===== src/rtl/sld_pkg.sv =====
`timescale 1ns / 1ps
`default_nettype none

package sld_pkg;

  localparam logic [7:0] SYNC_0 = 8'h41;
  localparam logic [7:0] SYNC_1 = 8'h42;
  localparam logic [7:0] SYNC_2 = 8'h43;
  localparam logic [7:0] SYNC_3 = 8'h44;

  localparam int unsigned CountWidth = 15;
  localparam logic [CountWidth-1:0] CountReset = 15'd1024;

  typedef enum logic [1:0] {
    KIND_SAMPLE = 2'd0,
    KIND_ACCEPT = 2'd1,
    KIND_REJECT = 2'd2
  } kind_e;

  typedef enum logic [6:0] {
    PH_HUNT    = 7'b0000001,
    PH_A       = 7'b0000010,
    PH_AB      = 7'b0000100,
    PH_ABC     = 7'b0001000,
    PH_LEN_LO  = 7'b0010000,
    PH_LEN_HI  = 7'b0100000,
    PH_SAMPLES = 7'b1000000
  } phase_e;

endpackage

`default_nettype wire


===== src/rtl/sync_length_frame_deframer_unit.sv =====
// a result is registered: it is valid in the cycle after the byte that causes it is accepted
// throughput: one byte per cycle; the result register reloads in the cycle it is read,
// so input stalls only while a held result sees out_stall_i high
// reset (rst_ni low, asynchronous): hunting with no letters matched, counters cleared,
// expected_count back to 1024, no result pending
`timescale 1ns / 1ps
`default_nettype none

module sync_length_frame_deframer_unit (
  input  wire logic                            clk_i,
  input  wire logic                            rst_ni,
  input  wire logic                            in_valid_i,
  output logic                                 in_stall_o,
  input  wire logic [7:0]                      rx_byte_i,
  input  wire logic                            cfg_valid_i,
  output logic                                 cfg_ready_o,
  input  wire logic [sld_pkg::CountWidth-1:0]  cfg_data_i,
  output logic                                 out_valid_o,
  input  wire logic                            out_stall_i,
  output logic [1:0]                           kind_o,
  output logic signed [15:0]                   sample_o,
  output logic [sld_pkg::CountWidth-1:0]       reported_count_o,
  output logic                                 last_o
);
  import sld_pkg::*;

  phase_e                phase_q, phase_d;
  logic [15:0]           frame_length_q, frame_length_d;
  logic [7:0]            low_byte_q, low_byte_d;
  logic [15:0]           samples_done_q, samples_done_d;
  logic                  pair_half_q, pair_half_d;
  logic [CountWidth-1:0] expected_count_q;

  logic                  out_valid_q, out_valid_d;
  kind_e                 kind_q, kind_d;
  logic [15:0]           sample_q, sample_d;
  logic [CountWidth-1:0] count_q, count_d;
  logic                  last_q, last_d;

  logic                  in_acc;
  logic                  emit;
  logic [15:0]           len_w;
  logic [CountWidth-1:0] len_count;
  logic [15:0]           done_inc;

  function automatic phase_e hunt_next(phase_e cur, logic [7:0] b);
    logic [7:0] want;
    phase_e     nxt;
    want = SYNC_0;
    nxt  = PH_A;
    case (cur)
      PH_A: begin
        want = SYNC_1;
        nxt  = PH_AB;
      end
      PH_AB: begin
        want = SYNC_2;
        nxt  = PH_ABC;
      end
      PH_ABC: begin
        want = SYNC_3;
        nxt  = PH_LEN_LO;
      end
      default: begin
        want = SYNC_0;
        nxt  = PH_A;
      end
    endcase
    if (b == want) begin
      return nxt;
    end else if (b == SYNC_0) begin
      return PH_A;
    end
    return PH_HUNT;
  endfunction

  assign in_stall_o  = out_valid_q & out_stall_i;
  assign in_acc      = in_valid_i & ~in_stall_o;
  assign cfg_ready_o = 1'b1;

  assign len_w     = {rx_byte_i, low_byte_q};
  assign len_count = len_w[15:1];
  assign done_inc  = samples_done_q + 16'd1;

  always_comb begin
    phase_d        = phase_q;
    frame_length_d = frame_length_q;
    low_byte_d     = low_byte_q;
    samples_done_d = samples_done_q;
    pair_half_d    = pair_half_q;
    emit           = 1'b0;
    kind_d         = kind_q;
    sample_d       = sample_q;
    count_d        = count_q;
    last_d         = last_q;
    if (in_acc) begin
      unique case (phase_q)
        PH_LEN_LO: begin
          low_byte_d = rx_byte_i;
          phase_d    = PH_LEN_HI;
        end
        PH_LEN_HI: begin
          frame_length_d = len_w;
          low_byte_d     = 8'd0;
          emit           = 1'b1;
          sample_d       = 16'd0;
          count_d        = len_count;
          if (len_count == expected_count_q) begin
            kind_d         = KIND_ACCEPT;
            last_d         = (len_w == 16'd0);
            samples_done_d = 16'd0;
            pair_half_d    = 1'b0;
            phase_d        = (len_w == 16'd0) ? PH_HUNT : PH_SAMPLES;
          end else begin
            kind_d  = KIND_REJECT;
            last_d  = 1'b0;
            phase_d = PH_HUNT;
          end
        end
        PH_SAMPLES: begin
          if (!pair_half_q) begin
            low_byte_d  = rx_byte_i;
            pair_half_d = 1'b1;
          end else begin
            pair_half_d    = 1'b0;
            samples_done_d = done_inc;
            emit           = 1'b1;
            kind_d         = KIND_SAMPLE;
            sample_d       = {rx_byte_i, low_byte_q};
            count_d        = '0;
            last_d         = (done_inc >= frame_length_q);
            low_byte_d     = 8'd0;
            if (done_inc >= frame_length_q) begin
              phase_d = PH_HUNT;
            end
          end
        end
        default: begin
          phase_d = hunt_next(phase_q, rx_byte_i);
        end
      endcase
    end
  end

  always_comb begin
    if (emit) begin
      out_valid_d = 1'b1;
    end else if (!out_stall_i) begin
      out_valid_d = 1'b0;
    end else begin
      out_valid_d = out_valid_q;
    end
  end

  always_ff @(posedge clk_i or negedge rst_ni) begin
    if (!rst_ni) begin
      phase_q          <= PH_HUNT;
      frame_length_q   <= 16'd0;
      low_byte_q       <= 8'd0;
      samples_done_q   <= 16'd0;
      pair_half_q      <= 1'b0;
      expected_count_q <= CountReset;
      out_valid_q      <= 1'b0;
    end else begin
      phase_q        <= phase_d;
      frame_length_q <= frame_length_d;
      low_byte_q     <= low_byte_d;
      samples_done_q <= samples_done_d;
      pair_half_q    <= pair_half_d;
      out_valid_q    <= out_valid_d;
      if (cfg_valid_i && cfg_ready_o) begin
        expected_count_q <= cfg_data_i;
      end
    end
  end

  // result payload, loaded only with a new result
  always_ff @(posedge clk_i) begin
    if (emit) begin
      kind_q   <= kind_d;
      sample_q <= sample_d;
      count_q  <= count_d;
      last_q   <= last_d;
    end
  end

  assign out_valid_o      = out_valid_q;
  assign kind_o           = kind_q;
  assign sample_o         = sample_q;
  assign reported_count_o = count_q;
  assign last_o           = last_q;

endmodule

`default_nettype wire


===== config.mk =====
export PLATFORM = sky130hd
export DESIGN_NAME = sync_length_frame_deframer_unit
export DESIGN_NICKNAME = d
export VERILOG_FILES = /design/src/rtl/sld_pkg.sv /design/src/rtl/sync_length_frame_deframer_unit.sv
export SDC_FILE = /design/constraint.sdc
export NUM_CORES = 1
export LEC_CHECK = 0
export BUFFER_PORTS_ARGS = -buffer_cell sky130_fd_sc_hd__buf_4
export CAP_MARGIN = 20
export CORE_MARGIN = 3
export CORE_UTILIZATION = 35
export DETAILED_ROUTE_END_ITERATION = 8
export PLACE_DENSITY = 0.5
export SYNTH_ARGS = -nofsm -noshare
export SYNTH_HDL_FRONTEND = slang
export SYNTH_SLANG_ARGS = --single-unit

===== constraint.sdc =====
create_clock -name clk_i -period 9.8 [get_ports clk_i]
set_input_delay 1.47 -clock clk_i [delete_from_list [all_inputs] [get_ports clk_i]]
set_output_delay 1.47 -clock clk_i [all_outputs]
set_load 0.1 [all_outputs]

Word-level counts from Yosys, hierarchy flattened
Cells that the tools add are included.
Widths: inputs -> output; s select.
{ "op_classes": {"n_addsub": 1, "order_cmp": 1, "eq_ne": 13, "mux": 39, "bitwise": 3, "reduce_logical": 10} }
{ "ops": {"columns": ["op", "n"], "rows": [
  ["$pmux 16 s2", 2],
  ["$mux 7", 7],
  ["$mux 16", 3],
  ["$pmux 15 s2", 1],
  ["$mux 8", 3],
  ["$pmux 8 s3", 1],
  ["$pmux 7 s3", 1],
  ["$add 16x1->16 const B", 1],
  ["$ge 16x16->1", 1],
  ["$logic_not 16->1", 1],
  ["$eq 15x15->1", 1],
  ["$mux 15", 1],
  ["$pmux 5 s3", 1],
  ["$mux 1", 12],
  ["$pmux 3 s3", 1],
  ["$eq 8x7->1 const B", 1],
  ["$eq 8x8->1", 1],
  ["$reduce_and 4->1", 2],
  ["$eq 7x2->1 const B", 1],
  ["$eq 7x3->1 const B", 1],
  ["$eq 7x4->1 const B", 1],
  ["$eq 7x5->1 const B", 1],
  ["$eq 7x6->1 const B", 1],
  ["$eq 7x7->1 const B", 1],
  ["other kinds (12)", 20]
]} }
{ "totals": {"ff_bits": 98, "in_bits": 28, "out_inout_bits": 37, "elab_cells": 78} }

Depth between registers and ports, before layout
Gate-level depths: netlist (run 1).
{ "logic_depth": {"depth_word": 10, "mapped_depth": 14, "mapped_depth_nobuf": 13} }

Worst setup path before layout (run 1)
OpenSTA, ideal clock, no wires.
{ "synth_path": {"path_type": "in2reg", "start": "in in_valid_i", "end": "reg kind_q[0] (netlist: kind_o[0]) (enable)", "setup_time_ns": 0.426, "arrival_ns": 3.589, "required_time_ns": 9.374, "slack_ns": 5.785, "path_stages": 4, "n_path_buf": 0, "cell_sequence": "a21bo_2 nor2_1 nand2_1 nor2_1"} }
{ "synth_between": {"elab_chain_cells": 3} }
{ "synth_lines": {"columns": ["item", "line", "text"], "rows": [
  ["start: declaration", "sync_length_frame_deframer_unit.sv:12", "input wire logic in_valid_i,"],
  ["$and 1x1->1 *", "sync_length_frame_deframer_unit.sv:78", "assign in_acc = in_valid_i & ~in_stall_o;"],
  ["$mux 1", "sync_length_frame_deframer_unit.sv:96", "if (in_acc) begin"],
  ["$reduce_and 4->1 (no source line) *", null, null],
  ["end signal: assignment", "sync_length_frame_deframer_unit.sv:180", "kind_q <= kind_d;"],
  ["end: declaration", "sync_length_frame_deframer_unit.sv:35", "kind_e kind_q, kind_d;"]
]} }
Every way passes the cells marked *; elsewhere a longest branch is shown, timed or not.
A chain may end at the register's enable or synchronous reset.

Worst setup path in the final report (run 1)
{ "layout_path": {"start": "reg samples_done_q[0]", "end": "reg phase_q[2]"} }
{ "layout_between": {"elab_chain_cells": 4} }
{ "layout_lines": {"columns": ["item", "line", "text"], "rows": [
  ["start: declaration", "sync_length_frame_deframer_unit.sv:30", "logic [15:0] samples_done_q, samples_done_d;"],
  ["start signal: assignment", "sync_length_frame_deframer_unit.sv:168", "samples_done_q <= samples_done_d;"],
  ["$add 16x1->16", "sync_length_frame_deframer_unit.sv:83", "assign done_inc = samples_done_q + 16'd1;"],
  ["$ge 16x16->1", "sync_length_frame_deframer_unit.sv:133", "if (done_inc >= frame_length_q) begin"],
  ["$ne 2x2->1 (no source line)", null, null],
  ["$reduce_and 3->1 (no source line)", null, null],
  ["end signal: assignment", "sync_length_frame_deframer_unit.sv:165", "phase_q <= phase_d;"],
  ["end: declaration", "sync_length_frame_deframer_unit.sv:27", "phase_e phase_q, phase_d;"]
]} }
No other way between the ends.

==> flow_summary.toml, run 1 <==
[status]
run_status = "complete, no violations"

[cts]
cts_num_sinks = 98
cts_root_buffer = "clkbuf_16"
tritoncts.num_buffers = 9
holdBufCountCts = 0
cts_max_level = 3
cts_setup_buffers = 0
tritoncts = "done"
worst_skew_pair.late_latency_ns = 0.35
clockBufferDepth = 2
cts_resized = 0
clkTransAtPathRegs_ns = 0.07

[timing]
totalNegativeSetupSlack_ns = 0
rsz0062_at_grt = "false"
timing.clock.skew_ns = 0.009467
total_of_endpoints_with_negative_setup_slack_in_the_final_report = 0
fmax_ghz = 0.2651
finalWorstPathRequiredPeriod_ns = 3.772
min_period_over_period_pct = 38.49
timing_worst_slew_pin_value_ns = 0.9753
report.final.hold_viol_count = 0
fin_max_slew_vios = 0
timing.slew.headroom_pct = 34.82

[logic_synthesis]
synth_area_leader_cell = "dfrtp_1"
synthTopCellsByArea = "dfrtp_1 (31%), edfxtp_1 (21%), and2_1 (4.4%)"
syn-instance-count = 447
synth.net_count = 492
sequential_fraction_of_the_synthesis_area_pct = 53.18
netlist-cell-type-count = 61
prevailing_post_synth_register_cell = "dfrtp_1"
yosys_warnings = 0
synth_area_um2 = 4936
synthesized_flop_and_latch_total = 98
synthesis.area_per_instance_um2 = 11.04
synth_top_cell_area_share_pct = 31.43
ys_async_sr_fraction_pct = 65.31
number_of_flops_mapped_to_enable_cells_by_yosys = 34

[die]
initial_standard_cell_utilization_of_the_core_pct = 36.55
io-pin-count = 65
die_w_um = 124.8
die_height_um = 124.8
overall_die_area_um2 = 15560
coreArea_um2 = 13510
core.rowCount = 42

[worst_hold_path]
whs_endpoint = "expected_count_q[13]"
min-delay-path-class = "register to register"
worst_hold_path.num_cells = 1
holdCritStartpoint = "expected_count_q[13]"

[placed_design]
port_buffers = 63
gp_congestion = 0.8063
place.detailed.hpwl_mm = 8.261
place_area_um2 = 5559

[cells_and_area]
register_area_um2 = 2625
layout-area-overhead-vs-synth_pct = 18.68
fraction_of_layout_instances_using_a_drive_strength_above_1_pct = 22.38
final.fill_count = 1321
area_occupied_by_multi_input_gates_um2 = 2151
final_area_um2 = 5858
fin_nets = 545

[worst_setup_path]
timing.critical_path.required_ns = 10.03
timing.setup.critical_path_class = "register to register"
timing.critical_path.to_type = "register"
setup_slack_of_the_worst_register_to_register_path_ns = 6.03
regToRegEndpoint = "phase_q[2]"
worst_r2r_startpoint = "samples_done_q[0]"
critPathArrivalTime_ns = 4.01
cp_max_fo = 6
ff2ff_path_depth = 13
start_kind = "register"

[global_route]
grt_util_overall_pct = 15.78
largest_net_degree_at_the_start_of_global_routing = 65
grt_first_pass_wirelength_mm = 19.38
grt_pass1_vias = 3501
initial_antenna_violation_count = 0
grt-ovfl-total = 0

[power]
vdd_ir_drop_max_v = 0.00009283
power.density_nw_per_um2 = 145.4
power_uw = 851.7
p_leak_uw = 0.002433

[route]
detail_route.wl_per_cell_um = 17.37
drt_first_pass_iters = 4
drt-total-wl_mm = 11.85
drc_errors = 0
vias = 3526
detail_route_antenna_nets = 0
vias_per_cell = 5.170
first_iter_violations = 229

[run]
max_cap_viol_count = 0
-- Yosys cell counts (6+ instances only) --
cell	instances
a21oi_1	14
nand2_1	35
clkbuf_1	18
nand4_1	9
xor2_1	12
o21ai_0	23
o21ai_1	13
dfrtp_1	62
ha_1	17
mux2_2	16
nor2_1	17
and3_1	6
inv_1	20
a22o_1	8
xnor2_1	19
edfxtp_1	34
and2_1	35
nor4_1	6
nand3_1	10
-- layout make-up --
class	instances	area share, %
inverters	20	1.282
diodes	1	0.04272
multi-input cells	306	36.72
clock inverters	6	1.153
well taps	176	3.759
flip-flops and latches	98	44.81
repair buffers	65	8.330
clock buffers	10	3.909
-- routing by layer --
metal	share of wire (%)	track usage (%)	vias up	wire length (um)
met5	0	0	-	0
li1	-	-	1706	-
met4	1.6	5.996	0	188
met1	48	21.91	1725	5670
met2	46	24.40	82	5457
met3	4.5	3.087	13	533
-- registers in the layout, summed over array words and instances, names as in the netlist --
name and cells:
last_o 1, low_byte_q 8, pair_half_q 1, phase_q 7
kind_o 2, expected_count_q 15, sample_o 16, reported_count_o 15
samples_done_q 16, frame_length_q 16, out_valid_o 1
-- worst max-delay path, cell delays in order, from the launching register on --
cell and delay [ns]:
dfrtp_1 0.43, ha_1 0.25, and3_1 0.24, nand3_1 0.19
nor2_1 0.37, and3_1 0.27, xor2_1 0.16, ha_1 0.26
o21ai_0 0.16, nor2_1 0.06, or3_1 0.34, a211oi_1 0.40
o21ai_2 0.20, mux2_1 0.33
-- per-stage QoR --
step / cells / util (%) / setup slack [ns] / hold slack, ns
3_3_place_gp: 665 / 41.16 / 6.104 / 0.5127
2_1_floorplan: 447 / - / 5.785 / 0.4875
5_1_grt: 681 / 43.36 / 5.687 / 0.5496
3_5_place_dp: 665 / 41.16 / 6.034 / 0.5174
4_1_cts: 681 / 43.36 / 6.028 / 0.5328
6_report: 682 / 43.38 / 6.028 / 0.5273
-- power by group --
group	total (uW)	internal, uW	switching [uW]
logic	51.7	24.4	27.2
clock network	360	199	160
registers	440	433	7.36
total	852	657	195
-- cells in the final DEF, fill, tap and decap left out, types with 3 or more instances in the layout --
| master | instances |
|---|---|
| buf_4 | 65 |
| dfrtp_1 | 62 |
| nand2_1 | 35 |
| and2_1 | 35 |
| edfxtp_1 | 34 |
| o21ai_0 | 23 |
| inv_1 | 20 |
| xnor2_1 | 19 |
| ha_1 | 17 |
| nor2_1 | 16 |
| mux2_2 | 16 |
| a21oi_1 | 14 |
| o21ai_1 | 13 |
| xor2_1 | 12 |
| nand3_1 | 10 |
| nand4_1 | 9 |
| clkbuf_16 | 9 |
| a22o_1 | 8 |
| and3_1 | 6 |
| nor4_1 | 6 |
| a31oi_1 | 5 |
| nor3_1 | 4 |
| o21a_1 | 4 |
| nand2b_1 | 3 |
| a211oi_1 | 3 |
| a21o_1 | 3 |
| a41oi_1 | 3 |
| mux2i_1 | 3 |
-- how the worst max path moves through the flow --
stage                            startpoint         end  slack [ns]  depth (start not counted)
final                     samples_done_q[0]  phase_q[2]        6.03                         13
after global routing      samples_done_q[0]  phase_q[4]        5.69                         13
after CTS                 samples_done_q[0]  phase_q[2]        6.03                         13
after detailed placement  samples_done_q[0]  phase_q[2]        6.03                         13
after global placement    samples_done_q[0]  phase_q[2]        6.10                         13
after floorplan                  in_valid_i   kind_o[0]        5.79                          4
-- cell families (layout without fill, tap and decap cells) --
family	Yosys count	count (layout)	synth area share [%]
xor gates and xnor gates	31	31	5.501
AOI/OAI and AO/OA	94	94	12.80
muxes	21	21	4.715
adders and majority gates	17	17	4.309
other	1	2	0.07597
DFF	98	98	53.18
and+or+nand+nor	142	142	15.84
buffers and inverters	43	101	3.574
Power figures use the tool's default switching activity.
==> run 2, diff against run 1 <==
--- a/config.mk
+++ b/config.mk
@@ -10,7 +10,7 @@
 export CORE_MARGIN = 3
 export CORE_UTILIZATION = 35
 export DETAILED_ROUTE_END_ITERATION = 8
-export PLACE_DENSITY = 0.5
+export PLACE_DENSITY = 0.52
 export SYNTH_ARGS = -nofsm -noshare
 export SYNTH_HDL_FRONTEND = slang
 export SYNTH_SLANG_ARGS = --single-unit
==> constraint.sdc (replaced) <==
create_clock -name clk_i -period 3.1 [get_ports clk_i]
set_input_delay 0.465 -clock clk_i [delete_from_list [all_inputs] [get_ports clk_i]]
set_output_delay 0.465 -clock clk_i [all_outputs]
set_load 0.1 [all_outputs]
==> flow_summary.toml, run 2 (synthesis results as in run 1) <==
[power]
vdd_ir_drop_max_v = 0.0003381
power.density_nw_per_um2 = 436.7
p_leak_uw = 0.002588
power_uw = 2703

[timing]
finalWorstPathRequiredPeriod_ns = 3.064
rsz0062_at_grt = "true"
timing.clock.skew_ns = 0.007353
report.final.hold_viol_count = 0
timing_worst_slew_pin_value_ns = 0.8398
timing.slew.headroom_pct = 44.01
fmax_ghz = 0.3264
fin_max_slew_vios = 0
total_of_endpoints_with_negative_setup_slack_in_the_final_report = 0
min_period_over_period_pct = 98.83

[route]
wl_met2_mm = 5.794
wl_met3_um = 559
wl_met1_mm = 5.558
vias_per_cell = 4.975
detail_route_antenna_nets = 0
vias = 3527
drt-total-wl_mm = 12.06
detail_route.wl_per_cell_um = 17.01
drt_first_pass_iters = 4
first_iter_violations = 192
drc_errors = 0
top_layer = "met4"

[cells_and_area]
antenna_cells = 0
layout-area-overhead-vs-synth_pct = 25.40
area_occupied_by_multi_input_gates_um2 = 2253
register_area_um2 = 2625
mostFrequentLayoutCell = "buf_4"
fin_nets = 573
most-common-layout-cells = "buf_4 (91), dfrtp_1 (62), nand2_1 (35), and2_1 (35), edfxtp_1 (34)"
final.fill_count = 1267
post-route-util_pct = 45.83
fraction_of_layout_instances_using_a_drive_strength_above_1_pct = 29.08

[die]
core.rowCount = 42
overall_die_area_um2 = 15560
die_height_um = 124.8
io-pin-count = 65
coreArea_um2 = 13510
initial_standard_cell_utilization_of_the_core_pct = 36.55
die_w_um = 124.8

[placed_design]
place.detailed.hpwl_mm = 8.427
port_buffers = 63
gp_congestion = 0.7934

[status]
run_status = "complete, no violations"

[cts]
tritoncts = "done"
cts_root_buffer = "clkbuf_16"
tritoncts.num_buffers = 9
clkTransAtPathRegs_ns = 0.07
cts_num_sinks = 98
holdBufCountCts = 0
worst_skew_pair.late_latency_ns = 0.35
clockBufferDepth = 2
cts_max_level = 3

[worst_setup_path]
critPathArrivalTime_ns = 3.30
timing.critical_path.to_type = "register"
ff2ff_path_depth = 13
start_kind = "register"
timing.setup.critical_path_class = "register to register"
timing.critical_path.required_ns = 3.33
cp_max_fo = 4

[global_route]
grt-ovfl-total = 0
grt_util_overall_pct = 15.71
initial_antenna_violation_count = 0
grt_first_pass_wirelength_mm = 19.38
grt_pass1_vias = 3586
largest_net_degree_at_the_start_of_global_routing = 65

[worst_hold_path]
min-delay-path-class = "input port to async pin"

[run]
max_cap_viol_count = 0
run 2: changes by cell type in the layout (fill, tap and decap cells not counted), sizes merged:
| cell | previous run | this run |
|---|---|---|
| clkinv | 2 | 3 |
| inv | 21 | 22 |
| diode | 1 | 0 |
| buf | 65 | 93 |
| clkinvlp | 2 | 1 |
| clkbuf | 10 | 9 |
run 2: report_power, final:
| group | internal, uW | total (uW) | switching, uW | leakage (uW) |
|---|---|---|---|---|
| registers | 1370 | 1390 | 22.5 | 0.00110 |
| logic | 80.1 | 168 | 88.1 | 0.00135 |
| clock network | 632 | 1140 | 511 | 0.000144 |
| total | 2080 | 2700 | 622 | 0.00259 |
run 2: path summary, 6_finish.rpt:
path	startpoint	to	slack (ns)
hold / removal	rst_ni	out_valid_o	0.21
hold reg to reg	frame_length_q[0]	frame_length_q[0]	0.53
max in group asynchronous	rst_ni	samples_done_q[7]	2.33
min in group clk_i	cfg_data_i[11]	expected_count_q[11]	0.35
setup / recovery	samples_done_q[1]	phase_q[2]	0.04
setup reg to reg	samples_done_q[1]	phase_q[2]	0.04
run 2: cell type report:
| type | count | share of cell area (%) |
|---|---|---|
| tap | 176 | 3.558 |
| inverter | 20 | 1.213 |
| clock buffer | 9 | 3.639 |
| clock inverter | 7 | 1.233 |
| sequential | 98 | 42.41 |
| multi-input combinational | 306 | 36.41 |
| timing repair buffer | 93 | 11.54 |
run 2: timing repair:
item                       4_1_cts  5_1_grt
setup buffers                    0        7
resized for setup                0       16
setup endpoints to repair        2        7
pin swaps                        1       11
run 2: per-stage QoR:
stage / cells / setup TNS [ns] / instance area [um^2] / hold WS (ns) / setup WS, ns
2_1_floorplan: 447 / 0 / 4967 / 0.1694 / 0.03577
3_3_place_gp: 686 / 0 / 5756 / 0.5093 / 0.05855
3_5_place_dp: 686 / 0 / 5756 / 0.5092 / 0.003845
4_1_cts: 702 / 0 / 6057 / 0.2605 / 0.02333
5_1_grt: 709 / -0.7314 / 6190 / 0.2981 / -0.1655
6_report: 709 / 0 / 6190 / 0.2097 / 0.03638
run 2: critical path, cell delays in order (launching register included):
cell and delay, ns:
dfrtp_1 0.39, ha_2 0.20, and3_4 0.19, nand3_4 0.09, nor2_4 0.15, and3_4 0.20
xor2_1 0.07, ha_1 0.31, nand4_1 0.14, buf_4 0.18, a2111oi_4 0.37, a211oi_4 0.13
o21ai_4 0.21, mux2_4 0.32
run 2: metal layers:
metal | vias to the layer above | global-route usage, %
met3 | 11 | 4.031
met5 | - | 0
met4 | 0 | 3.868
li1 | 1759 | -
met1 | 1690 | 21.50
met2 | 67 | 25.00
